==> src/hdl/s2a_pkg.sv <==
// Shared types, constants and key translation tables for the scancode-to-ASCII FIFO.
package s2a_pkg;

   localparam int BUF_DEPTH_DEF = 16;
   localparam int SCAN_W        = 8;
   localparam int CHAR_W        = 7;

   localparam logic [SCAN_W-1:0] KEY_LSHIFT     = 8'd42;
   localparam logic [SCAN_W-1:0] KEY_RSHIFT     = 8'd54;
   localparam logic [SCAN_W-1:0] KEY_LSHIFT_BRK = 8'd170;
   localparam logic [SCAN_W-1:0] KEY_RSHIFT_BRK = 8'd182;
   localparam logic [SCAN_W-1:0] KEY_CAPS       = 8'd58;
   localparam logic [SCAN_W-1:0] KEY_CTRL       = 8'd29;
   localparam logic [SCAN_W-1:0] KEY_ALT        = 8'd56;

   localparam logic CMD_SCAN = 1'b0;
   localparam logic CMD_READ = 1'b1;

   typedef struct packed {
      logic              rd;
      logic              push;
      logic [CHAR_W-1:0] ch;
   } ring_ctl_type;

   function automatic logic [CHAR_W-1:0] plain_char(input logic [6:0] idx);
      logic [CHAR_W-1:0] c;
      case (idx)
         7'd1:  c = 7'd27;
         7'd2:  c = 7'h31;
         7'd3:  c = 7'h32;
         7'd4:  c = 7'h33;
         7'd5:  c = 7'h34;
         7'd6:  c = 7'h35;
         7'd7:  c = 7'h36;
         7'd8:  c = 7'h37;
         7'd9:  c = 7'h38;
         7'd10: c = 7'h39;
         7'd11: c = 7'h30;
         7'd12: c = 7'h2d;
         7'd13: c = 7'h3d;
         7'd14: c = 7'd8;
         7'd15: c = 7'd9;
         7'd16: c = 7'h71;
         7'd17: c = 7'h77;
         7'd18: c = 7'h65;
         7'd19: c = 7'h72;
         7'd20: c = 7'h74;
         7'd21: c = 7'h79;
         7'd22: c = 7'h75;
         7'd23: c = 7'h69;
         7'd24: c = 7'h6f;
         7'd25: c = 7'h70;
         7'd26: c = 7'h5b;
         7'd27: c = 7'h5d;
         7'd28: c = 7'd10;
         7'd30: c = 7'h61;
         7'd31: c = 7'h73;
         7'd32: c = 7'h64;
         7'd33: c = 7'h66;
         7'd34: c = 7'h67;
         7'd35: c = 7'h68;
         7'd36: c = 7'h6a;
         7'd37: c = 7'h6b;
         7'd38: c = 7'h6c;
         7'd39: c = 7'h3b;
         7'd40: c = 7'd39;
         7'd41: c = 7'h60;
         7'd43: c = 7'd92;
         7'd44: c = 7'h7a;
         7'd45: c = 7'h78;
         7'd46: c = 7'h63;
         7'd47: c = 7'h76;
         7'd48: c = 7'h62;
         7'd49: c = 7'h6e;
         7'd50: c = 7'h6d;
         7'd51: c = 7'h2c;
         7'd52: c = 7'h2e;
         7'd53: c = 7'h2f;
         7'd55: c = 7'h2a;
         7'd57: c = 7'h20;
         7'd72: c = 7'd15;
         7'd74: c = 7'h2d;
         7'd75: c = 7'd13;
         7'd77: c = 7'd12;
         7'd78: c = 7'h2b;
         7'd80: c = 7'd14;
         7'd81: c = 7'd14;
         default: c = '0;
      endcase
      return c;
   endfunction

   function automatic logic [CHAR_W-1:0] shift_char(input logic [6:0] idx);
      logic [CHAR_W-1:0] c;
      case (idx)
         7'd1:  c = 7'd27;
         7'd2:  c = 7'h21;
         7'd3:  c = 7'h40;
         7'd4:  c = 7'h23;
         7'd5:  c = 7'h24;
         7'd6:  c = 7'h25;
         7'd7:  c = 7'h5e;
         7'd8:  c = 7'h26;
         7'd9:  c = 7'h2a;
         7'd10: c = 7'h28;
         7'd11: c = 7'h29;
         7'd12: c = 7'h5f;
         7'd13: c = 7'h2b;
         7'd14: c = 7'd8;
         7'd15: c = 7'd9;
         7'd16: c = 7'h51;
         7'd17: c = 7'h57;
         7'd18: c = 7'h45;
         7'd19: c = 7'h52;
         7'd20: c = 7'h54;
         7'd21: c = 7'h59;
         7'd22: c = 7'h55;
         7'd23: c = 7'h49;
         7'd24: c = 7'h4f;
         7'd25: c = 7'h50;
         7'd26: c = 7'h7b;
         7'd27: c = 7'h7d;
         7'd28: c = 7'd10;
         7'd30: c = 7'h41;
         7'd31: c = 7'h53;
         7'd32: c = 7'h44;
         7'd33: c = 7'h46;
         7'd34: c = 7'h47;
         7'd35: c = 7'h48;
         7'd36: c = 7'h4a;
         7'd37: c = 7'h4b;
         7'd38: c = 7'h4c;
         7'd39: c = 7'h3a;
         7'd40: c = 7'd34;
         7'd41: c = 7'h7e;
         7'd43: c = 7'h7c;
         7'd44: c = 7'h5a;
         7'd45: c = 7'h58;
         7'd46: c = 7'h43;
         7'd47: c = 7'h56;
         7'd48: c = 7'h42;
         7'd49: c = 7'h4e;
         7'd50: c = 7'h4d;
         7'd51: c = 7'h3c;
         7'd52: c = 7'h3e;
         7'd53: c = 7'h3f;
         7'd55: c = 7'h2a;
         7'd57: c = 7'h20;
         7'd72: c = 7'd15;
         7'd74: c = 7'h2d;
         7'd75: c = 7'd13;
         7'd77: c = 7'd12;
         7'd78: c = 7'h2b;
         7'd80: c = 7'd14;
         7'd81: c = 7'd14;
         default: c = '0;
      endcase
      return c;
   endfunction

endpackage

==> src/hdl/s2a_channels.sv <==
// Valid/ready channel interfaces for the request and response sides.
interface s2a_req_if;
   import s2a_pkg::*;
   logic              valid;
   logic              ready;
   logic              cmd;
   logic [SCAN_W-1:0] scan_code;

   modport source (output valid, output cmd, output scan_code, input ready);
   modport sink   (input valid, input cmd, input scan_code, output ready);
endinterface

interface s2a_rsp_if;
   import s2a_pkg::*;
   logic              valid;
   logic              ready;
   logic              buffer_empty;
   logic [CHAR_W-1:0] char_code;

   modport source (output valid, output buffer_empty, output char_code, input ready);
   modport sink   (input valid, input buffer_empty, input char_code, output ready);
endinterface

==> src/hdl/s2a_xlate.sv <==
// Modifier tracking and scancode-to-character translation.
module s2a_xlate (
   input  logic                      clock,
   input  logic                      reset,
   input  logic                      ev,
   input  logic [s2a_pkg::SCAN_W-1:0] code,
   output logic                      push,
   output logic [s2a_pkg::CHAR_W-1:0] ch
);
   import s2a_pkg::*;

   logic              shift_ff, shift_in;
   logic              caps_ff, caps_in;
   logic [CHAR_W-1:0] base;
   logic              letter;
   logic              use_shift;

   always_comb begin
      shift_in = shift_ff;
      caps_in  = caps_ff;
      push     = 1'b0;
      if (ev) begin
         if (code[SCAN_W-1]) begin
            if (code == KEY_LSHIFT_BRK || code == KEY_RSHIFT_BRK) begin
               shift_in = 1'b0;
            end
         end else if (code == KEY_CAPS) begin
            caps_in = ~caps_ff;
         end else if (code == KEY_LSHIFT || code == KEY_RSHIFT) begin
            shift_in = 1'b1;
         end else if (code != KEY_CTRL && code != KEY_ALT) begin
            push = 1'b1;
         end
      end
   end

   assign base      = plain_char(code[6:0]);
   assign letter    = (base >= 7'h61) && (base <= 7'h7a);
   assign use_shift = letter ? (shift_ff ^ caps_ff) : shift_ff;
   assign ch        = use_shift ? shift_char(code[6:0]) : base;

   always_ff @(posedge clock) begin
      if (reset) begin
         shift_ff <= 1'b0;
         caps_ff  <= 1'b0;
      end else begin
         shift_ff <= shift_in;
         caps_ff  <= caps_in;
      end
   end

endmodule

==> src/hdl/s2a_ring.sv <==
// Character ring buffer with overwrite on full and a registered read port.
module s2a_ring #(
   parameter int BUF_DEPTH = s2a_pkg::BUF_DEPTH_DEF
) (
   input  logic                       clock,
   input  logic                       reset,
   input  s2a_pkg::ring_ctl_type      ctl,
   input  logic                       out_ready,
   output logic                       out_valid,
   output logic                       out_empty,
   output logic [s2a_pkg::CHAR_W-1:0] out_char
);
   import s2a_pkg::*;

   localparam int PTR_W  = (BUF_DEPTH > 1) ? $clog2(BUF_DEPTH) : 1;
   localparam int FILL_W = $clog2(BUF_DEPTH + 1);

   logic [CHAR_W-1:0] char_store_ff [BUF_DEPTH];
   logic [CHAR_W-1:0] rd_data_ff;
   logic [PTR_W-1:0]  wr_pos_ff, wr_pos_in;
   logic [PTR_W-1:0]  rd_pos_ff, rd_pos_in;
   logic [FILL_W-1:0] fill_ff, fill_in;
   logic              valid_ff, valid_in;
   logic              empty_ff, empty_in;
   logic              is_empty;
   logic              is_full;

   function automatic logic [PTR_W-1:0] next_pos(input logic [PTR_W-1:0] p);
      return (p == PTR_W'(BUF_DEPTH - 1)) ? '0 : p + PTR_W'(1);
   endfunction

   assign is_empty = (fill_ff == '0);
   assign is_full  = (fill_ff == FILL_W'(BUF_DEPTH));

   always_comb begin
      wr_pos_in = wr_pos_ff;
      rd_pos_in = rd_pos_ff;
      fill_in   = fill_ff;
      empty_in  = empty_ff;
      valid_in  = valid_ff && !out_ready;
      if (ctl.push) begin
         wr_pos_in = next_pos(wr_pos_ff);
         if (is_full) begin
            rd_pos_in = next_pos(rd_pos_ff);
         end else begin
            fill_in = fill_ff + FILL_W'(1);
         end
      end else if (ctl.rd) begin
         valid_in = 1'b1;
         empty_in = is_empty;
         if (!is_empty) begin
            rd_pos_in = next_pos(rd_pos_ff);
            fill_in   = fill_ff - FILL_W'(1);
         end
      end
   end

   always_ff @(posedge clock) begin
      if (reset) begin
         wr_pos_ff <= '0;
         rd_pos_ff <= '0;
         fill_ff   <= '0;
         valid_ff  <= 1'b0;
         empty_ff  <= 1'b1;
      end else begin
         wr_pos_ff <= wr_pos_in;
         rd_pos_ff <= rd_pos_in;
         fill_ff   <= fill_in;
         valid_ff  <= valid_in;
         empty_ff  <= empty_in;
      end
   end

   always_ff @(posedge clock) begin
      if (ctl.push) begin
         char_store_ff[wr_pos_ff] <= ctl.ch;
      end
      if (ctl.rd && !is_empty) begin
         rd_data_ff <= char_store_ff[rd_pos_ff];
      end
   end

   assign out_valid = valid_ff;
   assign out_empty = empty_ff;
   assign out_char  = empty_ff ? '0 : rd_data_ff;

endmodule

==> src/hdl/scancode_to_ascii_fifo.sv <==
// Top level of the set-1 scancode to ASCII translator with an overwriting character FIFO.
// A new request is taken in each cycle in which the response register is empty or its
// transfer completes. Scancode requests update the shift and caps lock state or push one
// character into a ring of BUF_DEPTH entries, overwriting the oldest entry when the ring
// is full; they produce no response. A read request produces one response in the cycle
// after its transfer, set by the registered read port of the character memory: the
// oldest character, or buffer_empty with a zero character.
module scancode_to_ascii_fifo #(
   parameter int BUF_DEPTH = s2a_pkg::BUF_DEPTH_DEF
) (
   input  logic            clock,
   input  logic            reset,
   s2a_req_if.sink         req_chan,
   s2a_rsp_if.source       rsp_chan
);
   import s2a_pkg::*;

   logic              accept;
   logic              push;
   logic [CHAR_W-1:0] ch;
   ring_ctl_type      ctl;

   assign req_chan.ready = !rsp_chan.valid || rsp_chan.ready;
   assign accept         = req_chan.valid && req_chan.ready;

   s2a_xlate u_xlate (
      .clock (clock),
      .reset (reset),
      .ev    (accept && (req_chan.cmd == CMD_SCAN)),
      .code  (req_chan.scan_code),
      .push  (push),
      .ch    (ch)
   );

   always_comb begin
      ctl.rd   = accept && (req_chan.cmd == CMD_READ);
      ctl.push = push;
      ctl.ch   = ch;
   end

   s2a_ring #(
      .BUF_DEPTH (BUF_DEPTH)
   ) u_ring (
      .clock     (clock),
      .reset     (reset),
      .ctl       (ctl),
      .out_ready (rsp_chan.ready),
      .out_valid (rsp_chan.valid),
      .out_empty (rsp_chan.buffer_empty),
      .out_char  (rsp_chan.char_code)
   );

endmodule

==> src/flat_wrapper.sv <==
// flat-port wrapper written by rule: the top's interface ports become plain ports
module scancode_to_ascii_fifo_flat import s2a_pkg::*;
#(
   parameter int BUF_DEPTH = s2a_pkg::BUF_DEPTH_DEF
)
  (clock, reset, req_chan_valid, req_chan_cmd, req_chan_scan_code, req_chan_ready, rsp_chan_valid, rsp_chan_buffer_empty, rsp_chan_char_code, rsp_chan_ready);
  s2a_req_if req_chan_i ();
  s2a_rsp_if rsp_chan_i ();
  input  logic clock;
  input  logic reset;
  input wire logic [$bits(req_chan_i.valid)-1:0] req_chan_valid;
  input wire logic [$bits(req_chan_i.cmd)-1:0] req_chan_cmd;
  input wire logic [$bits(req_chan_i.scan_code)-1:0] req_chan_scan_code;
  output wire logic [$bits(req_chan_i.ready)-1:0] req_chan_ready;
  output wire logic [$bits(rsp_chan_i.valid)-1:0] rsp_chan_valid;
  output wire logic [$bits(rsp_chan_i.buffer_empty)-1:0] rsp_chan_buffer_empty;
  output wire logic [$bits(rsp_chan_i.char_code)-1:0] rsp_chan_char_code;
  input wire logic [$bits(rsp_chan_i.ready)-1:0] rsp_chan_ready;
  assign req_chan_i.valid = req_chan_valid;
  assign req_chan_i.cmd = req_chan_cmd;
  assign req_chan_i.scan_code = req_chan_scan_code;
  assign req_chan_ready = req_chan_i.ready;
  assign rsp_chan_valid = rsp_chan_i.valid;
  assign rsp_chan_buffer_empty = rsp_chan_i.buffer_empty;
  assign rsp_chan_char_code = rsp_chan_i.char_code;
  assign rsp_chan_i.ready = rsp_chan_ready;
  scancode_to_ascii_fifo #(.BUF_DEPTH(BUF_DEPTH)) u_core (.clock(clock), .reset(reset), .req_chan(req_chan_i), .rsp_chan(rsp_chan_i));
endmodule
==> config.mk <==
export PLATFORM = sky130hd
export DESIGN_NAME = scancode_to_ascii_fifo_flat
export DESIGN_NICKNAME = d
export VERILOG_FILES = /design/src/hdl/s2a_pkg.sv /design/src/hdl/s2a_channels.sv /design/src/hdl/s2a_xlate.sv /design/src/hdl/s2a_ring.sv /design/src/hdl/scancode_to_ascii_fifo.sv /design/src/flat_wrapper.sv
export SDC_FILE = /design/constraint.sdc
export NUM_CORES = 1
export LEC_CHECK = 0
export BUFFER_PORTS_ARGS = -buffer_cell sky130_fd_sc_hd__buf_2
export CORE_UTILIZATION = 56
export CTS_CLUSTER_DIAMETER = 150
export CTS_CLUSTER_SIZE = 25
export DETAILED_ROUTE_END_ITERATION = 6
export GPL_TIMING_DRIVEN = 0
export PLACE_DENSITY = 0.78
export SYNTH_ARGS = -nofsm -noshare
export SYNTH_HDL_FRONTEND = slang
export SYNTH_SLANG_ARGS = --single-unit
==> constraint.sdc <==
create_clock -name clock -period 4.3 [get_ports clock]
set_clock_uncertainty 0.1 [all_clocks]
set_input_delay 1.075 -clock clock [delete_from_list [all_inputs] [get_ports clock]]
set_output_delay 1.075 -clock clock [all_outputs]
set_load 0.01 [all_outputs]
==> summary.md <==
| Metric | Value |
|---|---|
| Most common cell in the netlist | edfxtp_1 |
| DRT iter0 DRCs | 710 |
| Largest stage delay on the critical path | 620 ps |
| P_leak | 2.82 nW |
| Most used cell, CP | buf_4 |
| I/O Pins | 23 |
| Die H | 114 µm |
| Vias in the first global route | 4938 |
| Rows | 40 |
| Worst R2R End | u_core.u_ring.fill_ff[4] |
| Later-pin clock latency in the skew report | 410 ps |
| Drt total wl | 18000 µm |
| Setup crit start kind | primary input |
| Outcome | finished clean |
| TritonRoute pass-1 iters | 7 |
| Grt ovf | 0 |
| Clk sinks | 136 |
| Worst path cell trace | clkbuf_4 -> buf_6 -> inv_1 -> ha_2 -> or4b_2 -> o31ai_1 -> nor4_2 -> a21oi_2 -> and2_1 -> and4_1 -> a211oi_2 -> buf_4 -> xnor2_4 -> buf_4 -> mux2i_4 -> buf_12 |
| Die area | 13000 µm² |
| FF-to-FF path depth | 12 |
| Max-slew violation count | 0 |
| Power density cells | 423 nW/µm² |
| CP Class | primary input to register |
| Maximum vdd drop | 0.000247 V |
| Vias/cell | 6.39 |
| DR vias | 5025 |
| Cts bufs inserted | 17 |
| Total Routing Usage GR | 0.297 |
| CTS clk-pin slew, worst paths | 60 ps |
| Syn Nets | 582 |
| PnR Total Power | 0.00352 W |
| Remaining DRCs | 0 |
| Cell depth of the worst min-delay path | 2 |
| Setup Viol. Count Final | 0 |
| Seq/Total Area, Yosys | 0.559 |
| Hold_ws | 417 ps |
| Synth area leader | edfxtp_1 |
| Slowest CP cell | or4b_2 |
| Crit end category | register |
| Ratio of cells with drive above 1 in the final layout | 0.244 |
| Initial Util | 0.579 |
| Worst hold path endpoint | u_core.u_ring.fill_ff[4] |
| Worst hold path class | register to register |
| Sequential power share | 0.429 |
| Core Footprint | 12100 µm² |
| Final #Nets | 642 |
| Clock Power Share | 0.394 |
| Post-synth top area share | 0.510 |
| # Max-Cap Violations | 0 |
| Area of the multi-input gates | 3030 µm² |
| Syn avg cell area | 12.8 µm² |
| Register Area | 3910 µm² |
| Worst slew margin | 0.239 |
| N_diodes | 0 |
| Ys flop type | edfxtp_1 |
| Warnings from Yosys | 0 |
| Final Hold Fails | 0 |
| # fillers | 855 |
| Synthesized instance count | 547 |
| Routed Antenna Nets | 0 |
| Achievable frequency | 0.237 GHz |
| Fin crit share | 0.981 |
| First-pass GRT wire length | 27900 µm |
| Delay-heaviest family, CP | simple AND/OR/NAND/NOR gates |
| Internal power | 0.00257 W |
| Area Growth Syn to Fin | 18.7% |
| Synth area leaders | edfxtp_1, mux4_2, dfxtp_1, ha_1, a21oi_1 |
| R2R Path Start | u_core.u_ring.out_valid |
| Root Driver | clkbuf_16 |
| Top cells by count, synth | edfxtp_1, nor2_1, a21oi_1, mux4_2, nand2_1 |
| RePlAce Congestion | 0.956 |
| HP Start | u_core.u_ring.fill_ff[4] |
| Wire length per cell | 22.8 µm |
| Buf/Inv on CP | 6 |
| P_sw | 0.000949 W |
| R2r setup slk | 1240 ps |
| Crit path DAT | 4390 ps |
| Crit-path max FO | 16 |
| CTS tree | yes |
| Area post-placement | 7360 µm² |
| Clock buffer depth | 2 |
| Worst slew pin tran | 1130 ps |
| Post-Syn Area | 7010 µm² |
| Switch share | 0.270 |
| Design area | 8320 µm² |
| Dpl hpwl | 12000 µm |
| Fraction of registers with async set/reset | 0 |
| Req. time, crit path | 4470 ps |
| Post-synth EDFFs | 119 |
| Combinational Power Share | 0.178 |
| H-tree Lvls | 4 |
| Initial antenna violation count | 2 |
| Final critical-path required period | 4220 ps |
| Synthesized flop and latch total | 136 |
| IO Port Bufs | 19 |
| # hold bufs at CTS | 0 |
| Unique masters post-synth | 62 |
| Die Wd | 114 µm |
| Largest net degree at the start of global routing | 17 |
==> power by group through the flow <==
| stage | Combinational, W | Clock (W) | Sequential [W] |
|---|---|---|---|
| 2_1_floorplan | 0.000413 | 0 | 0.00153 |
| 3_3_place_gp | 0.000545 | 0 | 0.00153 |
| 3_5_place_dp | 0.000558 | 0 | 0.00154 |
| 4_1_cts | 0.000602 | 0.00140 | 0.00151 |
| 5_1_grt | 0.000676 | 0.00145 | 0.00151 |
| 6_report | 0.000624 | 0.00139 | 0.00151 |
==> through the flow <==
| stage | worst slack, ps | setup TNS [ps] | instances | utilization |
|---|---|---|---|---|
| after floorplan | -67.0 | -4050 | 547 | - |
| after global placement | -1350 | -158630 | 734 | 0.608 |
| after detailed placement | -1610 | -179020 | 734 | 0.608 |
| after CTS | -121 | -4970 | 779 | 0.678 |
| after global routing | -41.3 | -1140 | 787 | 0.687 |
| final | 82.5 | 0 | 787 | 0.687 |
==> final cells by class <==
| cell class | instances | share of cell area |
|---|---|---|
| buffer | 36 | 0.0214 |
| timing repair buffer | 41 | 0.0421 |
| clock inverter | 14 | 0.0168 |
| timing repair inverter | 1 | 0.000602 |
| clock buffer | 17 | 0.0511 |
| multi-input combinational | 358 | 0.364 |
| tap | 168 | 0.0253 |
| inverter | 16 | 0.00767 |
| sequential | 136 | 0.471 |
==> worst max path at each step <==
stage / start / endpoint / slack [ps] / depth (start not counted)
6_report: req_chan_scan_code[0] / u_core.u_ring.char_store_ff[13][0] / 80 / 16
3_3_place_gp: req_chan_scan_code[0] / u_core.u_ring.char_store_ff[0][6] / -1350 / 12
4_1_cts: req_chan_scan_code[0] / u_core.u_ring.char_store_ff[13][0] / -120 / 16
2_1_floorplan: req_chan_scan_code[0] / u_core.u_ring.char_store_ff[0][6] / -70 / 11
3_5_place_dp: req_chan_scan_code[0] / u_core.u_ring.char_store_ff[7][6] / -1610 / 12
5_1_grt: req_chan_scan_code[1] / u_core.u_ring.char_store_ff[13][0] / -40 / 15
==> flip-flops by register name, summed over array words and instances (netlist names) <==
name	count
u_core.u_xlate.caps_ff	1
u_core.u_ring.rd_pos_ff	4
u_core.u_ring.wr_pos_ff	4
u_core.u_ring.out_valid	1
u_core.u_ring.fill_ff	5
u_core.u_xlate.shift_ff	1
u_core.u_ring.char_store_ff	112
u_core.u_ring.rd_data_ff	7
u_core.u_ring.out_empty	1
==> placed cells by master, fill, tap and decap left out, types with 3 or more instances in the layout <==
cell type	synthesis	final
o21ai_1	3	4
buf_1	5	5
dfxtp_1	17	17
clkbuf_16	0	17
a211oi_1	5	3
nand2_1	30	30
o31ai_1	6	5
buf_4	2	17
nor2b_1	19	18
edfxtp_1	119	119
ha_1	21	18
buf_6	2	3
buf_12	0	7
o22ai_1	4	4
mux2i_1	14	9
clkinvlp_4	0	5
xor2_1	6	6
inv_6	0	5
clkbuf_1	20	18
mux2i_4	0	5
xnor2_1	4	4
nor3_1	13	11
a21o_1	4	4
nand2b_1	10	10
buf_2	8	25
a22oi_1	4	4
a21oi_1	38	37
a31oi_1	8	8
inv_1	15	14
mux4_2	36	36
nor2_1	50	49
o21ai_0	28	27
nand3_1	8	8
or3_1	3	3
and2_1	3	3
==> worst register-to-register path, stage by stage, from the launching register on <==
cell and delay, ps:
dfxtp_1 300, nand2b_1 150, nand2_1 130, or3_1 340, a211oi_2 290, clkbuf_4 280, inv_1 120, ha_1 340
a21o_1 200, a21oi_1 190, xnor2_1 90, or3_1 310, a21oi_1 140
==> kinds of logic (layout without fill, tap and decap cells) <==
logic type,after synthesis,in the layout,synth area share
xor+xnor,11,11,0.0148
buf+inv,53,125,0.0330
flops,136,136,0.559
compound gates,121,121,0.108
simple gates,152,152,0.107
mux,52,52,0.139
fa+ha+maj,22,22,0.0404
==> per-layer routing <==
metal / GRT usage / vias to the layer above / share of wire
li1: - / 2214 / -
met5: 0 / - / 0.00072
met4: 0.139 / 2 / 0.039
met1: 0.391 / 2416 / 0.39
met3: 0.0558 / 58 / 0.089
met2: 0.481 / 335 / 0.48
==> timing repair <==
item                                    CTS  global route
gates resized for setup                  15            13
pin swaps                                 5             3
gates cloned                              0             1
setup buffers                            14             8
endpoints found under the setup margin  142           128
Power figures use the tool's default switching activity.
